## config.mk

```make
export PLATFORM = sky130hd
export DESIGN_NAME = dsk_horner_cell
export DESIGN_NICKNAME = d
export VERILOG_FILES = /design/src/hdl/dsk_pkg.sv /design/src/hdl/dsk_horner_cell.sv
export SDC_FILE = /design/constraint.sdc
export NUM_CORES = 2
export LEC_CHECK = 0
export ABC_AREA = 1
export BUFFER_PORTS_ARGS = -buffer_cell sky130_fd_sc_hd__buf_2
export CAP_MARGIN = 0
export CORE_MARGIN = 5
export CORE_UTILIZATION = 60
export CTS_BUF_LIST = sky130_fd_sc_hd__clkbuf_4 sky130_fd_sc_hd__clkbuf_8
export CTS_CLUSTER_DIAMETER = 50
export DETAILED_ROUTE_END_ITERATION = 10
export PLACE_DENSITY_LB_ADDON = 0.12
export SYNTH_ARGS = -nofsm -noshare
export SYNTH_HDL_FRONTEND = slang
export SYNTH_SLANG_ARGS = --single-unit
export TNS_END_PERCENT = 1
```

## constraint.sdc

```tcl
create_clock -name clk -period 8.8 [get_ports clk]
set_clock_uncertainty 0.2 [all_clocks]
set_input_delay 1.32 -clock clk [delete_from_list [all_inputs] [get_ports clk]]
set_output_delay 1.32 -clock clk [all_outputs]
set_load 0.02 [all_outputs]
```

## src/hdl/dsk_pkg.sv

```systemverilog
// Shared types and constants for the Debye sinc kernel.
// Fixed-point constants, reciprocals for the constant divides, and the stage sideband.
// No dependencies.
package dsk_pkg;

  localparam logic [30:0] TWO_PI_Q28  = 31'd1686629713;
  localparam logic [30:0] HALF_PI_Q30 = 31'd1686629713;
  localparam logic [30:0] ONE_Q30     = 31'h4000_0000;
  localparam logic [33:0] THR_RESET   = 34'd1049;
  localparam logic [16:0] OUT_ONE     = 17'h10000;

  // floor(2^42 / 2pi_q28) and floor(2^63 / 2pi_q28)
  localparam logic [11:0] RECIP_RED   = 12'((64'd1 << 42) / 64'd1686629713);
  localparam logic [32:0] RECIP_PHASE = 33'((64'd1 << 63) / 64'd1686629713);

  localparam int unsigned NUM_HORNER = 5;
  localparam int unsigned HORNER_DIV [NUM_HORNER] = '{110, 72, 42, 20, 6};
  localparam int unsigned QUO_W = 17;

  typedef struct packed {
    logic        vld;
    logic        use_poly;
    logic        neg;
    logic        ovf;
    logic [16:0] poly;
    logic [33:0] x;
  } dsk_side_t;

endpackage

```

## src/hdl/dsk_horner_cell.sv

```systemverilog
// One Horner step of the sine series: a = 1 - (t2*a)/DIV, three stages deep.
// Depends on dsk_pkg.
module dsk_horner_cell #(
  parameter int unsigned DIV = 6
) (
  input  logic              clk,
  input  logic              rst_n,
  input  dsk_pkg::dsk_side_t side_i,
  input  logic [30:0]       t_i,
  input  logic [31:0]       t2_i,
  input  logic [30:0]       a_i,
  output dsk_pkg::dsk_side_t side_o,
  output logic [30:0]       t_o,
  output logic [31:0]       t2_o,
  output logic [30:0]       a_o
);
  import dsk_pkg::*;

  localparam logic [31:0] RECIP = 32'((64'd1 << 32) / 64'(DIV));
  localparam logic [31:0] DIVC  = 32'(DIV);

  dsk_side_t   side_a_r, side_b_r, side_c_r;
  logic [30:0] t_a_r, t_b_r, t_c_r;
  logic [31:0] t2_a_r, t2_b_r, t2_c_r;
  logic [31:0] m_a_r, m_b_r, qe_b_r;
  logic [30:0] a_c_r;

  logic [62:0] pa_nxt;
  logic [63:0] pb_nxt;
  logic [31:0] rem_nxt;
  logic [31:0] qc_nxt;

  always_comb begin
    pa_nxt  = 63'(t2_i) * 63'(a_i);
    pb_nxt  = 64'(m_a_r) * 64'(RECIP);
    rem_nxt = m_b_r - 32'(qe_b_r * DIVC);
    qc_nxt  = (rem_nxt >= DIVC) ? qe_b_r + 32'd1 : qe_b_r;
  end

  always_ff @(posedge clk) begin
    if (!rst_n) begin
      side_a_r <= '0;
      side_b_r <= '0;
      side_c_r <= '0;
    end else begin
      side_a_r <= side_i;
      side_b_r <= side_a_r;
      side_c_r <= side_b_r;
    end
  end

  always_ff @(posedge clk) begin
    t_a_r  <= t_i;
    t2_a_r <= t2_i;
    m_a_r  <= pa_nxt[61:30];
    t_b_r  <= t_a_r;
    t2_b_r <= t2_a_r;
    m_b_r  <= m_a_r;
    qe_b_r <= pb_nxt[63:32];
    t_c_r  <= t_b_r;
    t2_c_r <= t2_b_r;
    a_c_r  <= ONE_Q30 - qc_nxt[30:0];
  end

  assign side_o = side_c_r;
  assign t_o    = t_c_r;
  assign t2_o   = t2_c_r;
  assign a_o    = a_c_r;

endmodule

```

Yosys cells after proc, flatten, opt, wreduce, memory -nomap -nowiden
Index checks and enable logic that the tools add are counted.
{ "classes": {"n_addsub": 3, "multipliers": 3, "order_cmp": 1, "n_mux": 1} }
{ "ops": {"columns": ["operator", "n"], "rows": [
  ["32-bit by 31-bit multiplier with 62-bit output", 1],
  ["32-bit by 29-bit multiplier with 61-bit output (second input constant)", 1],
  ["32-bit by 3-bit >= comparator with 1-bit output (second input constant)", 1],
  ["32-bit subtractor", 1],
  ["30-bit by 1-bit adder with 31-bit output (second input constant)", 1],
  ["30-bit by 2-bit multiplier with 31-bit output (second input constant)", 1],
  ["31-bit two-way mux", 1],
  ["31-bit subtractor (first input constant)", 1]
]} }
{ "totals": {"ff_bits": 479, "input_bits": 151, "elab_cells": 36} }

Longest topological paths before layout
{ "depth": {"word_depth": 5, "ltp_mapped": 43, "depth_no_buf": 42} }

Worst setup path before layout
OpenSTA, ideal clock, no wires.
{ "synth_timing": {"kind": "input-to-reg", "startpoint": "input port t2_i[27]", "endpoint": "register m_a_r[29]", "arrival_time_ns": 7.444, "required_time_ns": 8.473, "slack_ns": 1.029, "cell_stages": 26, "path_cell_list": "clkbuf_1 nand2_1 fa_1 inv_1 fa_1 fa_1 inv_1 fa_1 inv_1 fa_1 fa_1 fa_1 inv_1 fa_1 inv_1 ha_1 nand2_1 nor2_1 inv_1 o21a_1 o221a_2 nand3_1 nand2_1 o211ai_1 a41oi_1 xor2_1"} }
{ "synth_between": {"elab_chain_len": 1} }
{ "synth_rtl": {"columns": ["element", "line_no", "rtl"], "rows": [
  ["start: declaration", "dsk_horner_cell.sv:10", "input logic [31:0] t2_i,"],
  ["32-bit by 31-bit multiplier with 62-bit output", "dsk_horner_cell.sv:34", "pa_nxt = 63'(t2_i) * 63'(a_i);"],
  ["named net pa_nxt[59]", "dsk_horner_cell.sv:28", "logic [62:0] pa_nxt;"],
  ["end signal: assignment", "dsk_horner_cell.sv:55", "m_a_r <= pa_nxt[61:30];"],
  ["end: declaration", "dsk_horner_cell.sv:25", "logic [31:0] m_a_r, m_b_r, qe_b_r;"]
]} }
The timed path passes the listed nets, and every way through them passes these cells.
A chain may end at the register's enable or synchronous reset.

Worst setup path after layout
{ "layout_timing": {"startpoint": "input port a_i[16]", "endpoint": "register m_a_r[29]"} }
{ "layout_between": {"elab_chain_len": 1} }
{ "layout_rtl": {"columns": ["element", "line_no", "rtl"], "rows": [
  ["start: declaration", "dsk_horner_cell.sv:11", "input logic [30:0] a_i,"],
  ["32-bit by 31-bit multiplier with 62-bit output", "dsk_horner_cell.sv:34", null],
  ["named net pa_nxt[59]", "dsk_horner_cell.sv:28", null]
]} }
The timed path passes the listed nets, and every way through them passes these cells.

==> run summary <==
Synth Flop Type = dfxtp_1
Total routed wirelength = 175.1 mm
Crit path launch type = input pin
Initial Util = 60.42%
Critical path fanouts, max = 32
Synth warn = 0
Measured slew at the worst slew-check pin = 1.251 ns
ANT nets after route = 0
Kind of critical path = input pin to flip-flop
Vias = 48580
Syn nets = 9571
Vias in the first global route = 52030
Worst path slowest cell = o311ai_0
Row count = 119
Largest family of logic cells by synthesized area = adder cells
Via/cell ratio = 5.199
Cell chosen for the clock root = clkbuf_8
Number of synthesized flops with an enable pin = 0
Hold crit path type = flip-flop to flip-flop
Status = finished clean
Final Net Count = 9877
Hpwl dp = 150.0 mm
Setup Total Neg Slack = 0 ns
Fmax = 0.1237 GHz
Synth area leader = fa_1
Max-cap violations = 0
First-pass GRT wire length = 278.9 mm
GR Overflow Total = 0
DRT iter0 DRCs = 3157
Setup Fix Bufs, Post-CTS = 0
Post-synth ARST share = 0%
CP arrival = 8.52 ns
Antenna violations before repair = 10
Die outline width = 335.6 um
Final setup fails = 0
Synth Register Bits = 479
IO buf count = 299
Area share of the largest cell type after synthesis = 37.68%
P&R area growth vs syn = 8.483%
Hold Buf Count CTS = 0
Slew Limit Headroom = 16.31%
Area contributors post-synth = fa_1, dfxtp_1, inv_1
DP Worst Slack = 0.04036 ns
Post-synthesis mux area share = 0%
CP bufs+invs = 4
Sink Count = 479
CP Cell Sequence = buf_2, nand2_1, fa_1, fa_1, inv_1, fa_1, inv_1, fa_1, inv_1, fa_1, fa_1, fa_1, fa_1, ha_1, nand2_1, o311ai_0, nand2_1, nand3_1, nand2_1, o211ai_1, a41oi_1, xor2_1
Pin count of the biggest net entering global routing = 100
Clock Latency Late Sink = 0.76 ns
Num CTS Buffers = 84
Post-CTS resize count = 0
Dpl cell area = 67100 sq um
Reg clk slew, reported paths = 0.06 ns
Routability Congestion = 1.021
I/O pin count = 300
CP dominant cell by count = fa_1
Largest stage delay, worst path = 0.99 ns
Post-synthesis adder-cell area fraction = 50.46%
Routed len/inst = 18.74 um
Max clock buf depth = 3
Post-synthesis simple-gate area fraction = 14.04%
Tmin final = 8.082 ns
Hold Fails Final Rpt = 0
Cell area after synthesis = 63600 sq um
Synth Area in Compound Gates = 3.757%
Die area = 112600 sq um
Tcrit/Tclk final = 91.84%
1st-pass router iterations = 6
Layout cells sized above 1 = 8.304%
Syn Inst Count = 7573
Family with the most delay on the worst path = adder cells
Mean post-synth cell area = 8.399 sq um
Xor and xnor area share after synthesis = 2.229%
RSZ-0062 raised after global routing = false
Sequential-to-total area share from yosys stat = 15.08%
CP endpoint kind = flip-flop
Final instance area = 69000 sq um
GRT Util Overall = 31.79%
Htree depth = 3
CTS tree = built
Post-synth cell types = 55
Final Max Slew Viols = 0
Height of the die = 335.6 um
Remaining DRCs = 0
Worst path required time = 9.24 ns
Worst Setup Slack, final = 0.7184 ns
CORE AREA = 105300 sq um
-- cells in the mapped netlist, types with 2 or more instances --
cell type,count
o21a_1,19
a221oi_1,2
o2111ai_1,2
o311ai_0,5
o21ai_2,4
clkbuf_1,206
buf_6,4
xor2_1,101
nor3_2,4
inv_1,2207
nand3_1,91
a21oi_1,203
nand3_2,5
xnor2_1,59
nor2_4,3
nor2_1,252
o211ai_1,9
and2_1,4
o21ai_0,85
nand2_2,20
nand4_1,51
o21bai_1,10
o21ai_1,8
o221ai_1,5
inv_2,14
o211a_1,2
nand3b_1,10
nand2_1,1734
nor4_1,7
dfxtp_1,479
o31ai_1,5
a21o_1,5
ha_1,650
fa_1,1197
nor2_2,13
a31oi_1,41
buf_1,3
nor3_1,28
a211oi_1,3
clkinv_1,2
a21boi_0,6
a41oi_1,2
-- through the flow --
step                cells  util (%)  hold WS [ns]
floorplan            7573         -        0.1096
global placement     9184     63.74        0.1096
detailed placement   9184     63.74        0.1121
CTS                  9339     65.53        0.1224
global route         9343     65.54        0.1300
finish               9345     65.55        0.1107
-- cell type report --
type                            count  area (sq um)
Multi-Input combinational cell   4657         44830
Clock buffer                      123          1555
Inverter                         2223          8344
Tap cell                         1391          1740
Sequential cell                   479          9589
Antenna cell                        6         15.01
Clock inverter                     32         331.6
Fill cell                        9176         36270
Timing Repair Buffer              434          2587
-- worst paths after layout --
path             start         end  slack (ns)  depth (start not counted)
min reg2reg  t2_a_r[3]   t2_b_r[3]        0.11                          0
max            a_i[16]   m_a_r[29]        0.72                         22
min          t2_a_r[3]   t2_b_r[3]        0.11                          0
max reg2reg  m_a_r[16]  qe_b_r[25]        0.74                         28
-- cell families (layout without fill, tap and decap cells) --
logic type	count (synthesis)	after routing
flip-flops	479	479
AO/OA/AOI/OAI	419	419
AND/OR/NAND/NOR	2230	2230
XOR/XNOR	161	161
adder cells (fa/ha/maj)	1847	1847
buffers and inverters	2437	2812
other	0	6
-- worst reg2reg max path, delay by kind of cell, from the launching register on --
| kind | cells | cell delay, ns |
|---|---|---|
| buffers and inverters | 7 | 0.68 |
| adder cells (fa/ha/maj) | 9 | 4.23 |
| AO/OA/AOI/OAI | 5 | 1.53 |
| AND/OR/NAND/NOR | 6 | 0.64 |
| flip-flops | 1 | 0.58 |
| XOR/XNOR | 1 | 0.15 |
-- state kept, by name, summed over array words and instances (netlist names) --
| name | cells |
|---|---|
| side_o | 55 |
| qe_b_r | 30 |
| t2_b_r | 32 |
| m_a_r | 32 |
| t_a_r | 31 |
| side_a_r | 55 |
| m_b_r | 32 |
| t_o | 31 |
| a_o | 31 |
| side_b_r | 55 |
| t2_a_r | 32 |
| t_b_r | 31 |
| t2_o | 32 |
-- layout by cell type, fill, tap and decap left out, types with 10 or more instances in the layout --
master and n:
nand3_1 91, buf_2 298, clkinv_2 10, inv_1 2207, o21ai_0 85, xor2_1 101
ha_1 650, clkbuf_4 22, clkbuf_8 101, buf_4 130, nand3b_1 10, nand4_1 51
nor2_2 13, fa_1 1197, nor3_1 28, nand2_2 20, nor2_1 252, dfxtp_1 479
o21bai_1 10, a21oi_1 203, a31oi_1 41, xnor2_1 59, o21a_1 19, nand2_1 1734
inv_2 14
-- routing by layer --
| layer | vias to the layer above | share of wire (%) | track usage [%] | routed length (um) |
|---|---|---|---|---|
| met5 | - | 0.018 | 0 | 31 |
| met4 | 4 | 4.7 | 12.56 | 8223 |
| met3 | 447 | 8.3 | 5.991 | 14530 |
| met2 | 2015 | 47 | 53.49 | 82760 |
| met1 | 23610 | 40 | 40.99 | 69600 |
| li1 | 22510 | - | - | - |
Power is not shown: default switching activity piles up to over one toggle a cycle in this logic, so the estimate is an artifact.
