### src/hdl/dsk_pkg.sv
// Shared types and constants for the Debye sinc kernel.
// Fixed-point constants, reciprocals for the constant divides, and the stage sideband.
// No dependencies.
package dsk_pkg;

  localparam logic [30:0] TWO_PI_Q28  = 31'd1686629713;
  localparam logic [30:0] HALF_PI_Q30 = 31'd1686629713;
  localparam logic [30:0] ONE_Q30     = 31'h4000_0000;
  localparam logic [33:0] THR_RESET   = 34'd1049;
  localparam logic [16:0] OUT_ONE     = 17'h10000;

  // floor(2^42 / 2pi_q28) and floor(2^63 / 2pi_q28)
  localparam logic [11:0] RECIP_RED   = 12'((64'd1 << 42) / 64'd1686629713);
  localparam logic [32:0] RECIP_PHASE = 33'((64'd1 << 63) / 64'd1686629713);

  localparam int unsigned NUM_HORNER = 5;
  localparam int unsigned HORNER_DIV [NUM_HORNER] = '{110, 72, 42, 20, 6};
  localparam int unsigned QUO_W = 17;

  typedef struct packed {
    logic        vld;
    logic        use_poly;
    logic        neg;
    logic        ovf;
    logic [16:0] poly;
    logic [33:0] x;
  } dsk_side_t;

endpackage

### src/hdl/dsk_poly.sv
// Small-argument path: 1 - x^2/6 + x^4/120, rounded to 65536 = 1.0, five stages.
// Depends on dsk_pkg.
module dsk_poly (
  input  logic        clk,
  input  logic        rst_n,
  input  logic        vld_i,
  input  logic [33:0] x_i,
  output logic        vld_o,
  output logic [16:0] val_o
);
  import dsk_pkg::*;

  localparam logic [33:0] SAT_LIMIT = 34'h80_0000;
  localparam logic [29:0] R6   = 30'((64'd1 << 32) / 64'd6);
  localparam logic [25:0] R120 = 26'((64'd1 << 32) / 64'd120);

  logic [4:0]  vld_r;
  logic [3:0]  sat_r;
  logic [25:0] x2_1_r, x2_2_r;
  logic [31:0] x4_2_r, x4_3_r;
  logic [23:0] d6e_2_r, d6c_3_r, d6c_4_r;
  logic [25:0] d120e_3_r, d120c_4_r;
  logic [16:0] val_r;

  logic [45:0] sq_nxt;
  logic [51:0] sq2_nxt;
  logic [55:0] p6_nxt;
  logic [57:0] p120_nxt;
  logic [25:0] rem6_nxt;
  logic [31:0] rem120_nxt;
  logic [23:0] d6c_nxt;
  logic [25:0] d120c_nxt;
  logic [27:0] sum_nxt;
  logic [23:0] rnd_nxt;
  logic [16:0] val_nxt;

  always_comb begin
    sq_nxt     = 46'(x_i[22:0]) * 46'(x_i[22:0]);
    sq2_nxt    = 52'(x2_1_r) * 52'(x2_1_r);
    p6_nxt     = 56'(x2_1_r) * 56'(R6);
    p120_nxt   = 58'(x4_2_r) * 58'(R120);
    // reciprocal estimates are at most one low
    rem6_nxt   = x2_2_r - 26'(26'(d6e_2_r) * 26'd6);
    d6c_nxt    = (rem6_nxt >= 26'd6) ? d6e_2_r + 24'd1 : d6e_2_r;
    rem120_nxt = x4_3_r - 32'(32'(d120e_3_r) * 32'd120);
    d120c_nxt  = (rem120_nxt >= 32'd120) ? d120e_3_r + 26'd1 : d120e_3_r;
    sum_nxt    = 28'h10_0000 - 28'(d6c_4_r) + 28'(d120c_4_r) + 28'd8;
    rnd_nxt    = sum_nxt[27:4];
    if (sat_r[3] || rnd_nxt > 24'(OUT_ONE)) begin
      val_nxt = OUT_ONE;
    end else begin
      val_nxt = rnd_nxt[16:0];
    end
  end

  always_ff @(posedge clk) begin
    if (!rst_n) begin
      vld_r <= '0;
    end else begin
      vld_r <= {vld_r[3:0], vld_i};
    end
  end

  always_ff @(posedge clk) begin
    sat_r     <= {sat_r[2:0], x_i >= SAT_LIMIT};
    x2_1_r    <= sq_nxt[45:20];
    x2_2_r    <= x2_1_r;
    x4_2_r    <= sq2_nxt[51:20];
    d6e_2_r   <= p6_nxt[55:32];
    x4_3_r    <= x4_2_r;
    d6c_3_r   <= d6c_nxt;
    d120e_3_r <= p120_nxt[57:32];
    d6c_4_r   <= d6c_3_r;
    d120c_4_r <= d120c_nxt;
    val_r     <= val_nxt;
  end

  assign vld_o = vld_r[4];
  assign val_o = val_r;

endmodule

### config.mk
export PLATFORM = sky130hd
export DESIGN_NAME = dsk_poly
export DESIGN_NICKNAME = d
export VERILOG_FILES = /design/src/hdl/dsk_pkg.sv /design/src/hdl/dsk_poly.sv
export SDC_FILE = /design/constraint.sdc
export NUM_CORES = 2
export LEC_CHECK = 0
export BUFFER_PORTS_ARGS = -buffer_cell sky130_fd_sc_hd__buf_2
export CORE_MARGIN = 5
export CORE_UTILIZATION = 25
export CTS_CLUSTER_SIZE = 25
export DETAILED_ROUTE_END_ITERATION = 8
export PLACE_DENSITY_LB_ADDON = 0.25
export SETUP_SLACK_MARGIN = 0.02
export SLEW_MARGIN = 20
export SYNTH_ARGS = -nofsm -noshare
export SYNTH_HDL_FRONTEND = slang
export SYNTH_SLANG_ARGS = --single-unit
### constraint.sdc
create_clock -name clk -period 23.3 [get_ports clk]
set_input_delay 4.66 -clock clk [delete_from_list [all_inputs] [get_ports clk]]
set_output_delay 4.66 -clock clk [all_outputs]
set_load 0.02 [all_outputs]
== Word-level counts from Yosys, hierarchy flattened ==
Index checks and enable logic that the tools add are counted.
Cells by class
  reductions and logical operators: 1
  add/subtract/negate cells: 7
  multiplexer cells: 2
  magnitude comparators: 4
  multiply operators: 6
Operators by type and width (count)
  32-bit by 25-bit multiplier with 57-bit output, second input constant: 1
  26-bit by 29-bit multiplier with 55-bit output, second input constant: 1
  26-bit by 26-bit multiplier with 52-bit output: 1
  23-bit by 23-bit multiplier with 46-bit output: 1
  34-bit by 24-bit greater-or-equal comparator with 1-bit output, second input constant: 1
  32-bit by 7-bit greater-or-equal comparator with 1-bit output, second input constant: 1
  32-bit subtractor: 1
  26-bit by 4-bit multiplier with 29-bit output, second input constant: 1
  25-bit by 27-bit adder with 28-bit output: 1
  28-bit by 4-bit adder with 28-bit output, second input constant: 1
  26-bit by 1-bit adder with 26-bit output, second input constant: 1
  26-bit by 3-bit greater-or-equal comparator with 1-bit output, second input constant: 1
  26-bit two-way mux: 1
  26-bit subtractor: 1
  24-bit by 2-bit multiplier with 25-bit output, second input constant: 1
  21-bit by 24-bit subtractor with 25-bit output, first input constant: 1
  24-bit by 1-bit adder with 24-bit output, second input constant: 1
  24-bit by 17-bit greater-than comparator with 1-bit output, second input constant: 1
  24-bit two-way mux: 1
  1-bit logical OR: 1
Word-level totals
  output and inout bits: 18
  logic and storage cells: 32
  input bits: 37
  register bits after elaboration: 266

== Depth between registers and ports, before layout ==
  depth after elaboration: 5
  depth in mapped cells: 29
  gate-level depth less buffers: 28

== Worst setup path before layout ==
OpenSTA, ideal clock, no wires.
  path type: input to register
  start: input x_i[4]
  end: register x2_1_r[23]
  stages: 25
  buffers on the path: 2
  data arrival time: 11.579 ns
  setup slack: 11.663 ns
  library setup time: 0.058 ns
  data required time: 23.242 ns
  path through: clkbuf_1 clkbuf_1 nand2_1 fa_1 fa_1 inv_1 fa_1 fa_1 inv_1 fa_1 fa_1 fa_1 inv_1 ha_1 a21o_1 a21o_1 a21o_1 a21oi_1 o2111a_1 o21ai_0 a21o_1 or4b_2 a31o_2 a21oi_1 o22a_1
Between the ends
  longest elaborated chain between the ends: 1
Ends and longest elaborated chain
  start, declared: line dsk_poly.sv:7  | input logic [33:0] x_i,
  23-bit by 23-bit multiplier with 46-bit output: line dsk_poly.sv:38  | sq_nxt = 46'(x_i[22:0]) * 46'(x_i[22:0]);
  named net sq_nxt[43]: line dsk_poly.sv:25  | logic [45:0] sq_nxt;
  end signal, assigned: line dsk_poly.sv:66  | x2_1_r <= sq_nxt[45:20];
  end, declared: line dsk_poly.sv:19  | logic [25:0] x2_1_r, x2_2_r;
The timed path passes the listed nets, and every way through them passes these cells.
A chain may end at the register's enable or synchronous reset.

== Worst setup path after layout ==
  start: input x_i[9]
  end: register x2_1_r[23]
The elaborated chain is that of the path after synthesis.

==> metrics.md <==
| Metric | Value |
|---|---|
| Worst endpoint required time | `23.79 ns` |
| Hold path cells | `0` |
| Die width | `506 um` |
| Reg2Reg Depth | `28` |
| TritonCTS clock tree | `done` |
| 1st-pass router iterations | `6` |
| Initial antenna violation count | `11` |
| Die H | `506 um` |
| Most common cell on crit path | `fa_1` |
| Hold-fix buffers at CTS | `0` |
| Yosys warns | `0` |
| Unique masters post-synth | `88` |
| Root Driver | `clkbuf_16` |
| Crit-path max FO | `21` |
| Fraction of layout cells with a size suffix above 1 | `3.06%` |
| Layout area overhead | `8.67%` |
| CP max-delay cell | `or4b_2` |
| Worst path buffer plus inverter count | `6` |
| FMAX | `0.0843 GHz` |
| Kind of critical path | `input pin to flop` |
| Post-CTS sizing | `0` |
| Wirelength per Cell | `16.5 um` |
| Sink Count | `262` |
| Port bufs | `54` |
| ANT nets after route | `0` |
| Setup WS pre-CTS | `10.77 ns` |
| Endpoints failing setup | `0` |
| Worst-Margin Slew | `0.806 ns` |
| Synthesized cell area | `0.0615 mm2` |
| Max_cap viols | `0` |
| # diodes | `0` |
| Most area-consuming cells after synthesis | `fa_1, ha_1, inv_1` |
| Status | `finished clean` |
| CTS clk-pin slew, worst paths | `0.06 ns` |
| Total wire length | `160000 um` |
| Class of the tightest hold or removal check | `flop to flop` |
| Post-synthesis sequential area ratio | `8.53%` |
| DR vias/cell | `4.28` |
| Final Cycle Share | `50.9%` |
| Largest net degree at the start of global routing | `30` |
| WP depth | `25` |
| Rows | `182` |
| Vias in the first global route | `46.5k` |
| Worst path arrival time | `12.36 ns` |
| Drc violations | `0` |
| Tmin final | `11.87 ns` |
| Number of synthesized flops with an enable pin | `0` |
| Synth Register Bits | `262` |
| Maximum clock path buffer count | `3` |
| Post-DP HPWL | `134000 um` |
| TNS Setup | `0 ns` |
| GP Congestion | `0.844` |
| Final setup skew | `0.0291 ns` |
| Synth Flop Type | `dfxtp_1` |
| Synthesized area per cell | `9.49 um2` |
| Total GRT Usage | `12.8%` |
| Clk_lat worst skew | `0.58 ns` |
| Count leader, synth | `inv_1` |
| Hold Vio Cnt, Final | `0` |
| Mapped Cells | `6477` |
| Setup bufs post-CTS | `0` |
| Worst rel slew slack | `46.1%` |
| Crit path setup slack, layout | `11.43 ns` |
| RSZ-0062 raised after global routing | `false` |
| Post-synth top cells | `inv_1, fa_1, ha_1, nand2_1, dfxtp_1` |
| Global-route wire length before repair | `261000 um` |
| I/O pins | `55` |
| Share of the synthesized area in the top cell type | `39.8%` |
| Synth Net Count | `8663` |
| Top cell type by total area after synthesis | `fa_1` |
| Nets | `8662` |
| Core Region | `0.245 mm2` |
| CTS buffer count | `37` |
| Initial DRC Count | `1809` |
| Vias | `41.6k` |
| GR Overflow Total | `0` |
| CP Launch Type | `input pin` |
| Initial Util | `25.1%` |
| Synth async-reset ratio | `0%` |
| Max-slew violations | `0` |
| H-tree levels | `2` |
| DIE AREA | `0.256 mm2` |
| CP Capture Type | `flop` |
| CP max stage delay | `0.62 ns` |
| Crit-path leading delay family | `adder cells` |
-- cell type report --
type,instances,area (um2)
repair buffers,86,510
clock inverters,22,274
fillers,26100,178000
multi-input cells,4353,49200
flip-flops and latches,262,5250
clock buffers,43,980
well taps,3220,4030
inverters,1736,6520
-- per-stage QoR --
step | hold WS (ns) | instances | area, um2 | util [%]
6_report | 0.323 | 9722 | 66800 | 27.2
5_1_grt | 0.329 | 9722 | 66800 | 27.2
4_1_cts | 0.322 | 9722 | 66800 | 27.2
3_5_place_dp | 0.312 | 9657 | 65500 | 26.7
3_3_place_gp | 0.315 | 9657 | 65500 | 26.7
2_1_floorplan | 0.310 | 6477 | 61500 | -
-- registers in the layout (all words and copies together), names as in the netlist --
name / count
x4_2_r: 32
x4_3_r: 29
d120c_4_r: 26
d120e_3_r: 26
x2_1_r: 26
x2_2_r: 25
d6c_3_r: 24
d6c_4_r: 24
d6e_2_r: 24
val_o: 17
vld_r: 5
sat_r: 4
-- path summary, 6_finish.rpt --
path,to,slack (ns),startpoint
worst max-delay path,x2_1_r[23],11.43,x_i[9]
worst min-delay path,d6c_4_r[14],0.32,d6c_3_r[14]
worst max register to register,x4_2_r[31],13.81,x2_1_r[7]
worst min register to register,d6c_4_r[14],0.32,d6c_3_r[14]
-- cell usage in the layout, fill, tap and decap left out, types with 7 or more instances in the layout --
cell type	n
nand3_1	57
ha_1	928
nor3_1	65
nor2_1	226
nand2b_1	43
fa_1	1221
or3_1	13
a31oi_1	16
and3_1	36
a211oi_1	32
nand2_1	447
o21bai_1	23
o21ai_0	93
a21oi_1	178
a221o_1	10
inv_1	1729
clkbuf_16	38
a211o_1	9
a21o_1	105
o221ai_1	7
nor4_1	24
o2111ai_1	13
or2_2	22
buf_2	54
nand4_1	41
mux2i_1	9
and4_1	15
nor3b_1	13
buf_4	32
dfxtp_1	261
o211ai_1	15
a2111oi_0	11
o21a_1	38
xnor2_1	184
nor2b_1	38
xor2_1	84
o31ai_1	9
and2_1	210
-- worst reg2reg max path: cells and delay by family (launching register included) --
family                     cells  cell delay (ns)
AOI/OAI and AO/OA              8             3.01
xor gates and xnor gates       1             0.13
adders and majority gates      8             3.73
buffers and inverters          8             1.29
DFF                            1             0.31
and+or+nand+nor                3             0.97
-- per-layer routing --
layer	routed length [um]	track usage, %	part of all wire [%]	vias to the layer above
met5	0	0	0	-
met4	3320	2.48	2.1	0
met3	5100	1.14	3.2	148
met2	75900	21.9	47	654
met1	76100	17.6	47	20900
li1	-	-	-	20000
-- kinds of logic (layout without fill, tap and decap cells) --
group / count (synthesis) / in the layout / synth area share, %
AOI/OAI and AO/OA: 648 / 648 / 7.17
DFF: 262 / 262 / 8.53
and+or+nand+nor: 1273 / 1273 / 10.2
xor gates and xnor gates: 268 / 268 / 3.82
muxes: 15 / 15 / 0.256
buffers and inverters: 1862 / 1887 / 11.4
adders and majority gates: 2149 / 2149 / 58.7
Power is left out: the tool's default activity adds up to more than one toggle a clock period on the data nets, which glitch-free logic cannot reach.
