==> config.mk <==
export PLATFORM = sky130hd
export DESIGN_NAME = dsk_div_cell
export DESIGN_NICKNAME = d
export VERILOG_FILES = /design/src/hdl/dsk_pkg.sv /design/src/hdl/dsk_div_cell.sv
export SDC_FILE = /design/constraint.sdc
export NUM_CORES = 1
export LEC_CHECK = 0
export BUFFER_PORTS_ARGS = -buffer_cell sky130_fd_sc_hd__buf_2
export CAP_MARGIN = 20
export CORE_ASPECT_RATIO = 1.4
export CORE_UTILIZATION = 50
export CTS_CLUSTER_DIAMETER = 40
export DETAILED_ROUTE_END_ITERATION = 10
export PLACE_DENSITY = 0.83
export SYNTH_ARGS = -nofsm -noshare
export SYNTH_HDL_FRONTEND = slang
export SYNTH_SLANG_ARGS = --single-unit
==> constraint.sdc <==
create_clock -name clk -period 6.2 [get_ports clk]
set_input_delay 0.31 -clock clk [delete_from_list [all_inputs] [get_ports clk]]
set_output_delay 0.31 -clock clk [all_outputs]
set_load 0.05 [all_outputs]
==> src/hdl/dsk_pkg.sv <==
// Shared types and constants for the Debye sinc kernel.
// Fixed-point constants, reciprocals for the constant divides, and the stage sideband.
// No dependencies.
package dsk_pkg;

  localparam logic [30:0] TWO_PI_Q28  = 31'd1686629713;
  localparam logic [30:0] HALF_PI_Q30 = 31'd1686629713;
  localparam logic [30:0] ONE_Q30     = 31'h4000_0000;
  localparam logic [33:0] THR_RESET   = 34'd1049;
  localparam logic [16:0] OUT_ONE     = 17'h10000;

  // floor(2^42 / 2pi_q28) and floor(2^63 / 2pi_q28)
  localparam logic [11:0] RECIP_RED   = 12'((64'd1 << 42) / 64'd1686629713);
  localparam logic [32:0] RECIP_PHASE = 33'((64'd1 << 63) / 64'd1686629713);

  localparam int unsigned NUM_HORNER = 5;
  localparam int unsigned HORNER_DIV [NUM_HORNER] = '{110, 72, 42, 20, 6};
  localparam int unsigned QUO_W = 17;

  typedef struct packed {
    logic        vld;
    logic        use_poly;
    logic        neg;
    logic        ovf;
    logic [16:0] poly;
    logic [33:0] x;
  } dsk_side_t;

endpackage

==> src/hdl/dsk_div_cell.sv <==
// One restoring-division step: compares the partial remainder with x << BIT.
// Depends on dsk_pkg.
module dsk_div_cell #(
  parameter int unsigned BIT = 0
) (
  input  logic              clk,
  input  logic              rst_n,
  input  dsk_pkg::dsk_side_t side_i,
  input  logic [37:0]       rem_i,
  input  logic [16:0]       quo_i,
  output dsk_pkg::dsk_side_t side_o,
  output logic [37:0]       rem_o,
  output logic [16:0]       quo_o
);
  import dsk_pkg::*;

  dsk_side_t   side_r;
  logic [37:0] rem_r;
  logic [16:0] quo_r;

  logic [50:0] dsh_nxt;
  logic [50:0] diff_nxt;
  logic        ge_nxt;

  always_comb begin
    dsh_nxt  = 51'(side_i.x) << BIT;
    ge_nxt   = 51'(rem_i) >= dsh_nxt;
    diff_nxt = 51'(rem_i) - dsh_nxt;
  end

  always_ff @(posedge clk) begin
    if (!rst_n) begin
      side_r <= '0;
    end else begin
      side_r <= side_i;
    end
  end

  always_ff @(posedge clk) begin
    rem_r <= ge_nxt ? diff_nxt[37:0] : rem_i;
    quo_r <= {quo_i[15:0], ge_nxt};
  end

  assign side_o = side_r;
  assign rem_o  = rem_r;
  assign quo_o  = quo_r;

endmodule

## Word level (Yosys, flattened, before mapping)

Index checks and enable logic that the tools add are counted.

- Bits in registers: 110
- Input bits: 112
- Output and inout bits: 110
- Word-level logic and storage cells: 11

- Add/sub/neg operators: 1
- Magnitude comparators: 1
- Muxes and demuxes: 1

Operators by type and width:

| operator | count |
|---|---|
| >= comparator 38 x 34 -> 1 bit | 1 |
| two-way mux 38 bit | 1 |
| subtractor 38 x 34 -> 38 bit | 1 |

## Depth between registers and ports, before layout

Gate-level depths: netlist (run 1).

- Depth in word-level cells: 2
- Mapped depth: 13
- Gate-level depth less buffers: 12

## Least setup slack after synthesis (run 1)

OpenSTA, ideal clock, no wires.

- Path kind: in2reg
- From: input port rem_i[0]
- To: register rem_r[30], in the netlist rem_o[30]
- Library setup time: 0.121 ns
- Arrival: 2.479 ns
- Data required time: 6.079 ns
- Slack: 3.600 ns
- Stages: 12
- Buffers on the path: 0
- Cell sequence: inv_1 -> ha_1 -> inv_1 -> fa_1 -> a21oi_1 -> o211ai_1 -> nand3b_4 -> a31oi_4 -> or3_4 -> a21bo_2 -> xnor2_1 -> mux2_2

- Cells in the longest elaborated chain, start to end: 2
- Elaborated cells on any way between the ends: 3
- Those cells by class: add/sub (1); order compare (1); mux (1)

RTL lines:

| element | line | text |
|---|---|---|
| from (decl) | dsk_div_cell.sv:9 | `input logic [37:0] rem_i,` |
| subtractor 38 x 34 -> 38 bit / >= comparator 38 x 34 -> 1 bit (equally long branches) | dsk_div_cell.sv:28, dsk_div_cell.sv:27 |  |
| two-way mux 38 bit (*) | dsk_div_cell.sv:40 | `rem_r <= ge_nxt ? diff_nxt[37:0] : rem_i;` |
| to (signal assigned) | dsk_div_cell.sv:40 |  |
| to (decl) | dsk_div_cell.sv:18 | `logic [37:0] rem_r;` |

Mark *: on every way between the ends. The rest lies on a longest branch, timed or not.
A chain may end at the register's enable or synchronous reset.

## Worst setup path after layout (run 1)

- From: input port rem_i[0]
- To: register rem_r[12], in the netlist rem_o[12]

Same word-level chain as after synthesis.

==> impl_results.md, run 1 <==
- Post-CTS Hold Buffers: 0
- Final WL: between 10 and 15 mm
- Synth Area in Adders: under 10%
- Fin Setup TNS: 0 ps
- Worst-Margin Slew: between 700 and 800 ps
- Wire per inst: 14.7 um
- 1st-pass router iterations: 5
- Clock tree buffer depth: 2
- Worst hold path startpoint: quo_i[7]
- Post-route minimum period: around 3000 ps
- Placed inst area: between 6000 and 7000 um2
- Die area: between 10000 and 15000 um2
- Post-synth top cells: dfxtp_1 (110), a21oi_1 (65), and2_1 (59)
- Crit end category: flop
- Placer Congestion: 0.910
- GRT overflow: 0
- CTS sink count: 110
- Core Util, Final: roughly 67%
- Pwr Total: 2.07 mW
- Asr flop ratio synth: 0%
- Layout net count: about 940
- Post-route cell area: approximately 6700 um2
- RSZ-0062 raised after global routing: no
- Critical Path AT: 3290 ps
- Detail Route Antenna Nets: 0
- CTS buffer count: 9
- GR Util All Layers: between 20% and 30%
- Final worst-path cycle share: between 40% and 50%
- Ys flop type: dfxtp_1
- DP HPWL: between 10 and 15 mm
- Drt via density: between 5 and 6
- Die width: approximately 89 um
- CTS Root Cell: clkbuf_16
- Final Hold Fails: 0
- Syn avg cell area: 9.04 um2
- Starting Density: between 50% and 60%
- Ranking of synthesized cells by area: dfxtp_1 (42%), ha_1 (8.1%), and2_1 (7.0%)
- Dpl cells: 915
- Final setup vio count: 0
- Post-CTS setup buffers: 0
- WS Path Type: in2reg
- Via count: slightly below 5000
- Area Growth Syn to Fin: 27.8%
- Synth Area in Simple Gates: approximately 19%
- Maximum vdd ir drop: 0.000167 V
- Post-Layout Cell Count: approximately 930
- Status: finished, final reports clean
- Synth cell types: 57
- Leak: between 3 and 4 nW
- Layout cell share with drive strength beyond 1: roughly 33%
- Achievable frequency: 328 MHz
- Clk slew on worst S/H paths: 80 ps
- Number of cell rows: between 40 and 50
- #FFs+latches synth: 110
- Power Dens Cells: 308 nW/um2
- Synth Warn #: 0
- Count leader, synth: dfxtp_1
- Synth Net Count: ~730
- Compound-cell area share of the yosys netlist: 17.1%
- Post-CTS sizing: 0
- Core region area: approximately 10000 um2
- Ant. Diodes: 0
- # port buffers: 220
- WP data required: about 6400 ps
- Post-synthesis mux area share: under 10%
- H-tree depth: 3
- Syn Inst Count: a little under 600
- EDFF count, synth: 0
- DRC: 0
- Register area share after synthesis: around two fifths
- Initial antenna violation count: 0
- Number of max-cap violations: 0
- Final Max Slew Viols: 0
- CTS tree: done
- Post-Syn Area: 5260 um2
- Worst hold path class: in2reg
- Post-Synth XOR/XNOR Area: under 10%
- Largest family of logic cells by synthesized area: simple AND/OR/NAND/NOR gates
- Iter 0 DRT Violations: around 130
- Nature of the critical path startpoint: primary input
- Max-slew headroom: between 40 and 50%
- Area leader, netlist: dfxtp_1
- Area share of the leading cell type in the synthesized netlist: 41.9%
- First-pass GRT wire length: 21.4 mm
- Vias in the first global route: 4728
- Largest net degree at the start of global routing: slightly above 60
- IO Count: 222
- Die Y: between 100 and 150 um
- Worst Path Max Fanout: about 60
- Crit. Startpoint: rem_i[0]
==> layer usage <==
layer  share of wire [%]  up-vias  track usage, %
li1                    -     2411               -
met1                  38     2216            25.9
met2                  54      165            49.2
met3                 5.6       23            5.21
met4                 2.0        0            10.2
met5                   0        -               0
==> stage by stage <==
stage / hold WS, ps / worst slack (ps)
floorplan: 338 / 3600
global placement: 413 / 2870
detailed placement: 414 / 2790
CTS: 40.0 / 3150
global route: 38.0 / 2930
finish: 54.0 / 3150
==> cell type report <==
class	instances	area, um2
multi-input combinational	405	2770
tap	135	169
clock inverter	7	77.6
fill	860	3350
timing repair buffer	220	1100
sequential	110	2200
inverter	45	169
clock buffer	9	225
==> cell families after synthesis <==
group	count (synthesis)
mux	11
xor+xnor	32
flops	110
compound gates	139
buf+inv	66
fa+ha+maj	35
simple gates	188
==> flip-flops by register name (all words and copies together) (netlist names) <==
name	count
quo_o	17
rem_o	38
side_o	55
==> worst paths after layout <==
kind   endpoint  cells past startpoint
min    quo_o[8]                      1
max   rem_o[12]                     12
==> report_power, final <==
part | internal (mW) | switching (mW) | total, mW
combinational | 0.207 | 0.492 | 0.699
sequential | 0.785 | 0.0179 | 0.803
clock | 0.286 | 0.281 | 0.567
==> critical path: stages <==
cell and delay (ps):
buf_2 110, inv_1 50, ha_1 220, inv_1 70
fa_1 410, a21oi_1 280, o211ai_1 190, nand3b_4 150
a31oi_4 100, o31ai_2 300, nand3_4 570, mux2_2 490
==> cells in the final DEF, fill, tap and decap left out, types with 3 or more instances in the layout <==
cell / count
a211oi_1: 3
a21o_1: 11
a21oi_1: 65
and2_1: 59
buf_2: 220
clkbuf_16: 9
dfxtp_1: 110
ha_1: 34
inv_1: 45
mux2_2: 11
nand2_1: 27
nand2b_1: 4
nand3_1: 13
nand4_1: 13
nor2_1: 43
nor2b_1: 5
nor3_1: 8
o211ai_1: 4
o21a_1: 6
o21ai_0: 18
o21bai_1: 5
or2_2: 4
or3_1: 3
xnor2_1: 19
xor2_1: 13
No activity file was read; power rests on OpenSTA's default activity.
==> run 2, diff against run 1 <==
- CORE_UTILIZATION: 50 -> 44
- PLACE_DENSITY: 0.83 -> 0.77
- clock period: 6.2 -> 2.8 ns (I/O delays scaled with it)
==> impl_results.md, run 2 (synthesis gave the netlist of run 1 again) <==
- Status: finished, final reports clean
- Nature of the critical path startpoint: primary input
- Final setup vio count: 0
- H-tree depth: 3
- Detail Route Antenna Nets: 0
- WP data required: 3050 ps
- Crit end category: flop
- Max reg flops: between 50 and 60
- Wire per inst: around 15 um
- Die width: 94.4 um
- Vias in the first global route: 5064
- Clock power frac: roughly 27%
- Switching share of total power: about two fifths
- DRC: 0
- Worst Hold Path Cells: 2
- CTS sink count: 110
- Hold Path End: side_o[22]
- Critical Path AT: roughly 2900 ps
- Clock tree buffer depth: 2
- Layout net count: around 1000
- Worst-Margin Slew: about 750 ps
- Internal power: between 2 and 3 mW
- IO Count: ~220
- Die area: ~12000 um2
- Net Sw Power: ~1.8 mW
- Iter 0 DRT Violations: approximately 130
- CTS buffer count: 9
- Core region area: approximately 11000 um2
- Final Max Slew Viols: 0
- Crit-path cells: dlygate4sd3_1 > buf_2 > inv_1 > ha_1 > buf_4 > nand4_1 > nor2_1 > a221oi_2 > o211ai_1 > a311oi_2 > o21a_1 > o211ai_1 > a31o_1
- Starting Density: between 40% and 50%
- GRT overflow: 0
- Layout cell share with drive strength beyond 1: roughly a third
- Ant. Diodes: 0
- Maximum vdd ir drop: a little over 0.0004 V
- Dpl ws: 65.2 ps
- Sequential power share: between 30% and 40%
- First-pass GRT wire length: 23.6 mm
- Worst hold path class: in2reg
- CTS tree: done
- Fin Setup TNS: 0 ps
- CTS Root Cell: clkbuf_16
- DP HPWL: between 10 and 15 mm
- Final setup margin: around 120 ps
- 1st-pass router iterations: 4
- # port buffers: 220
- Power Dens Cells: 635 nW/um2
- Worst hold path startpoint: side_i[22]
- Power share of the combinational group: between 30% and 40%
- Initial antenna violation count: 0
- Final WL: approximately 15 mm
- Drt via density: 5.10
- Number of cell rows: 46
- Final Hold Fails: 0
- Number of max-cap violations: 0
- Post-route minimum period: 2680 ps
- Most frequent cells in the layout: buf_2 (220), dfxtp_1 (110), a21oi_1 (64), and2_1 (59), dlygate4sd3_1 (54)
- Commonest non-fill, non-tap cell in the layout: buf_2
- FF+latch area: between 2000 and 2500 um2
- Fillers: 952
- Max-slew headroom: between 50% and 60%
- Clk slew on worst S/H paths: around 80 ps
- Multi-input logic area: around 2800 um2
- Worst Path Max Fanout: 6
- Die Y: ~130 um
- Via count: between 5000 and 6000
- CP max-delay cell: dlygate4sd3_1
- Most Frequent Cell on Critical Path: o211ai_1
- Leak: between 3 and 4 nW
- GR Util All Layers: between 20 and 25%
- Area Growth Syn to Fin: 40.9%
- Largest net degree at the start of global routing: 62
- Slowest stage delay, CP: roughly 530 ps
- Achievable frequency: about 370 MHz
- Placer Congestion: 0.909
- WS Path Type: in2reg
- Crit. Startpoint: side_i[9]
- Final worst-path cycle share: between 90% and 100%
==> run 2: final cells by class <==
type / count / share of cell area (%)
Sequential cell: 110 / 29.7
Inverter: 45 / 2.28
Clock buffer: 9 / 3.04
Tap cell: 144 / 2.43
Multi-Input combinational cell: 405 / 37.8
Clock inverter: 7 / 0.980
Timing Repair Buffer: 284 / 23.7
==> run 2: critical path: cells and delay by family <==
kind,cells,cell delay [ps]
AO/OA/AOI/OAI,6,1450
adder cells (fa/ha/maj),1,300
buffers and inverters,4,850
AND/OR/NAND/NOR,2,190
==> run 2: power groups by stage <==
stage | sequential (mW) | combinational (mW) | clock, mW
6_report | 1.78 | 1.64 | 1.28
5_1_grt | 1.80 | 1.74 | 1.36
4_1_cts | 1.78 | 1.62 | 1.31
3_5_place_dp | 1.81 | 1.55 | 0
3_3_place_gp | 1.81 | 1.54 | 0
2_1_floorplan | 2.44 | 0.535 | 0
==> run 2: how the worst max path moves through the flow <==
| stage | depth (start not counted) | to | slack [ps] |
|---|---|---|---|
| final | 13 | rem_o[33] | 120 |
| after global routing | 13 | rem_o[36] | -0.7 |
| after CTS | 12 | rem_o[24] | 30 |
| after detailed placement | 13 | rem_o[30] | 70 |
| after global placement | 13 | rem_o[30] | 90 |
| after floorplan | 12 | rem_o[30] | 370 |
==> run 2: routing by layer <==
metal	wire length, um	global-route usage, %
met5	0	0
met4	563	11.2
met2	8380	46.9
met1	5650	24.1
met3	708	4.34
==> run 2: stage by stage <==
| step | cells | hold slack [ps] | instance area, um2 | utilization, % | power, mW |
|---|---|---|---|---|---|
| after CTS | 1001 | 0.0524 | 7330 | 64.0 | 4.70 |
| after detailed placement | 931 | 244 | 6490 | 56.6 | 3.36 |
| after floorplan | 581 | 168 | 5260 | - | 2.97 |
| after global routing | 1004 | 1.52 | 7400 | 64.6 | 4.90 |
| final | 1004 | 3.57 | 7400 | 64.6 | 4.70 |
| after global placement | 931 | 242 | 6490 | 56.6 | 3.35 |
==> run 2: repair_timing <==
| item | in CTS | in global routing |
|---|---|---|
| gates resized for setup | 0 | 10 |
| setup buffers | 0 | 2 |
| endpoints found under the hold margin | 54 | 0 |
| endpoints found under the setup margin | 0 | 36 |
| hold buffers | 54 | 0 |
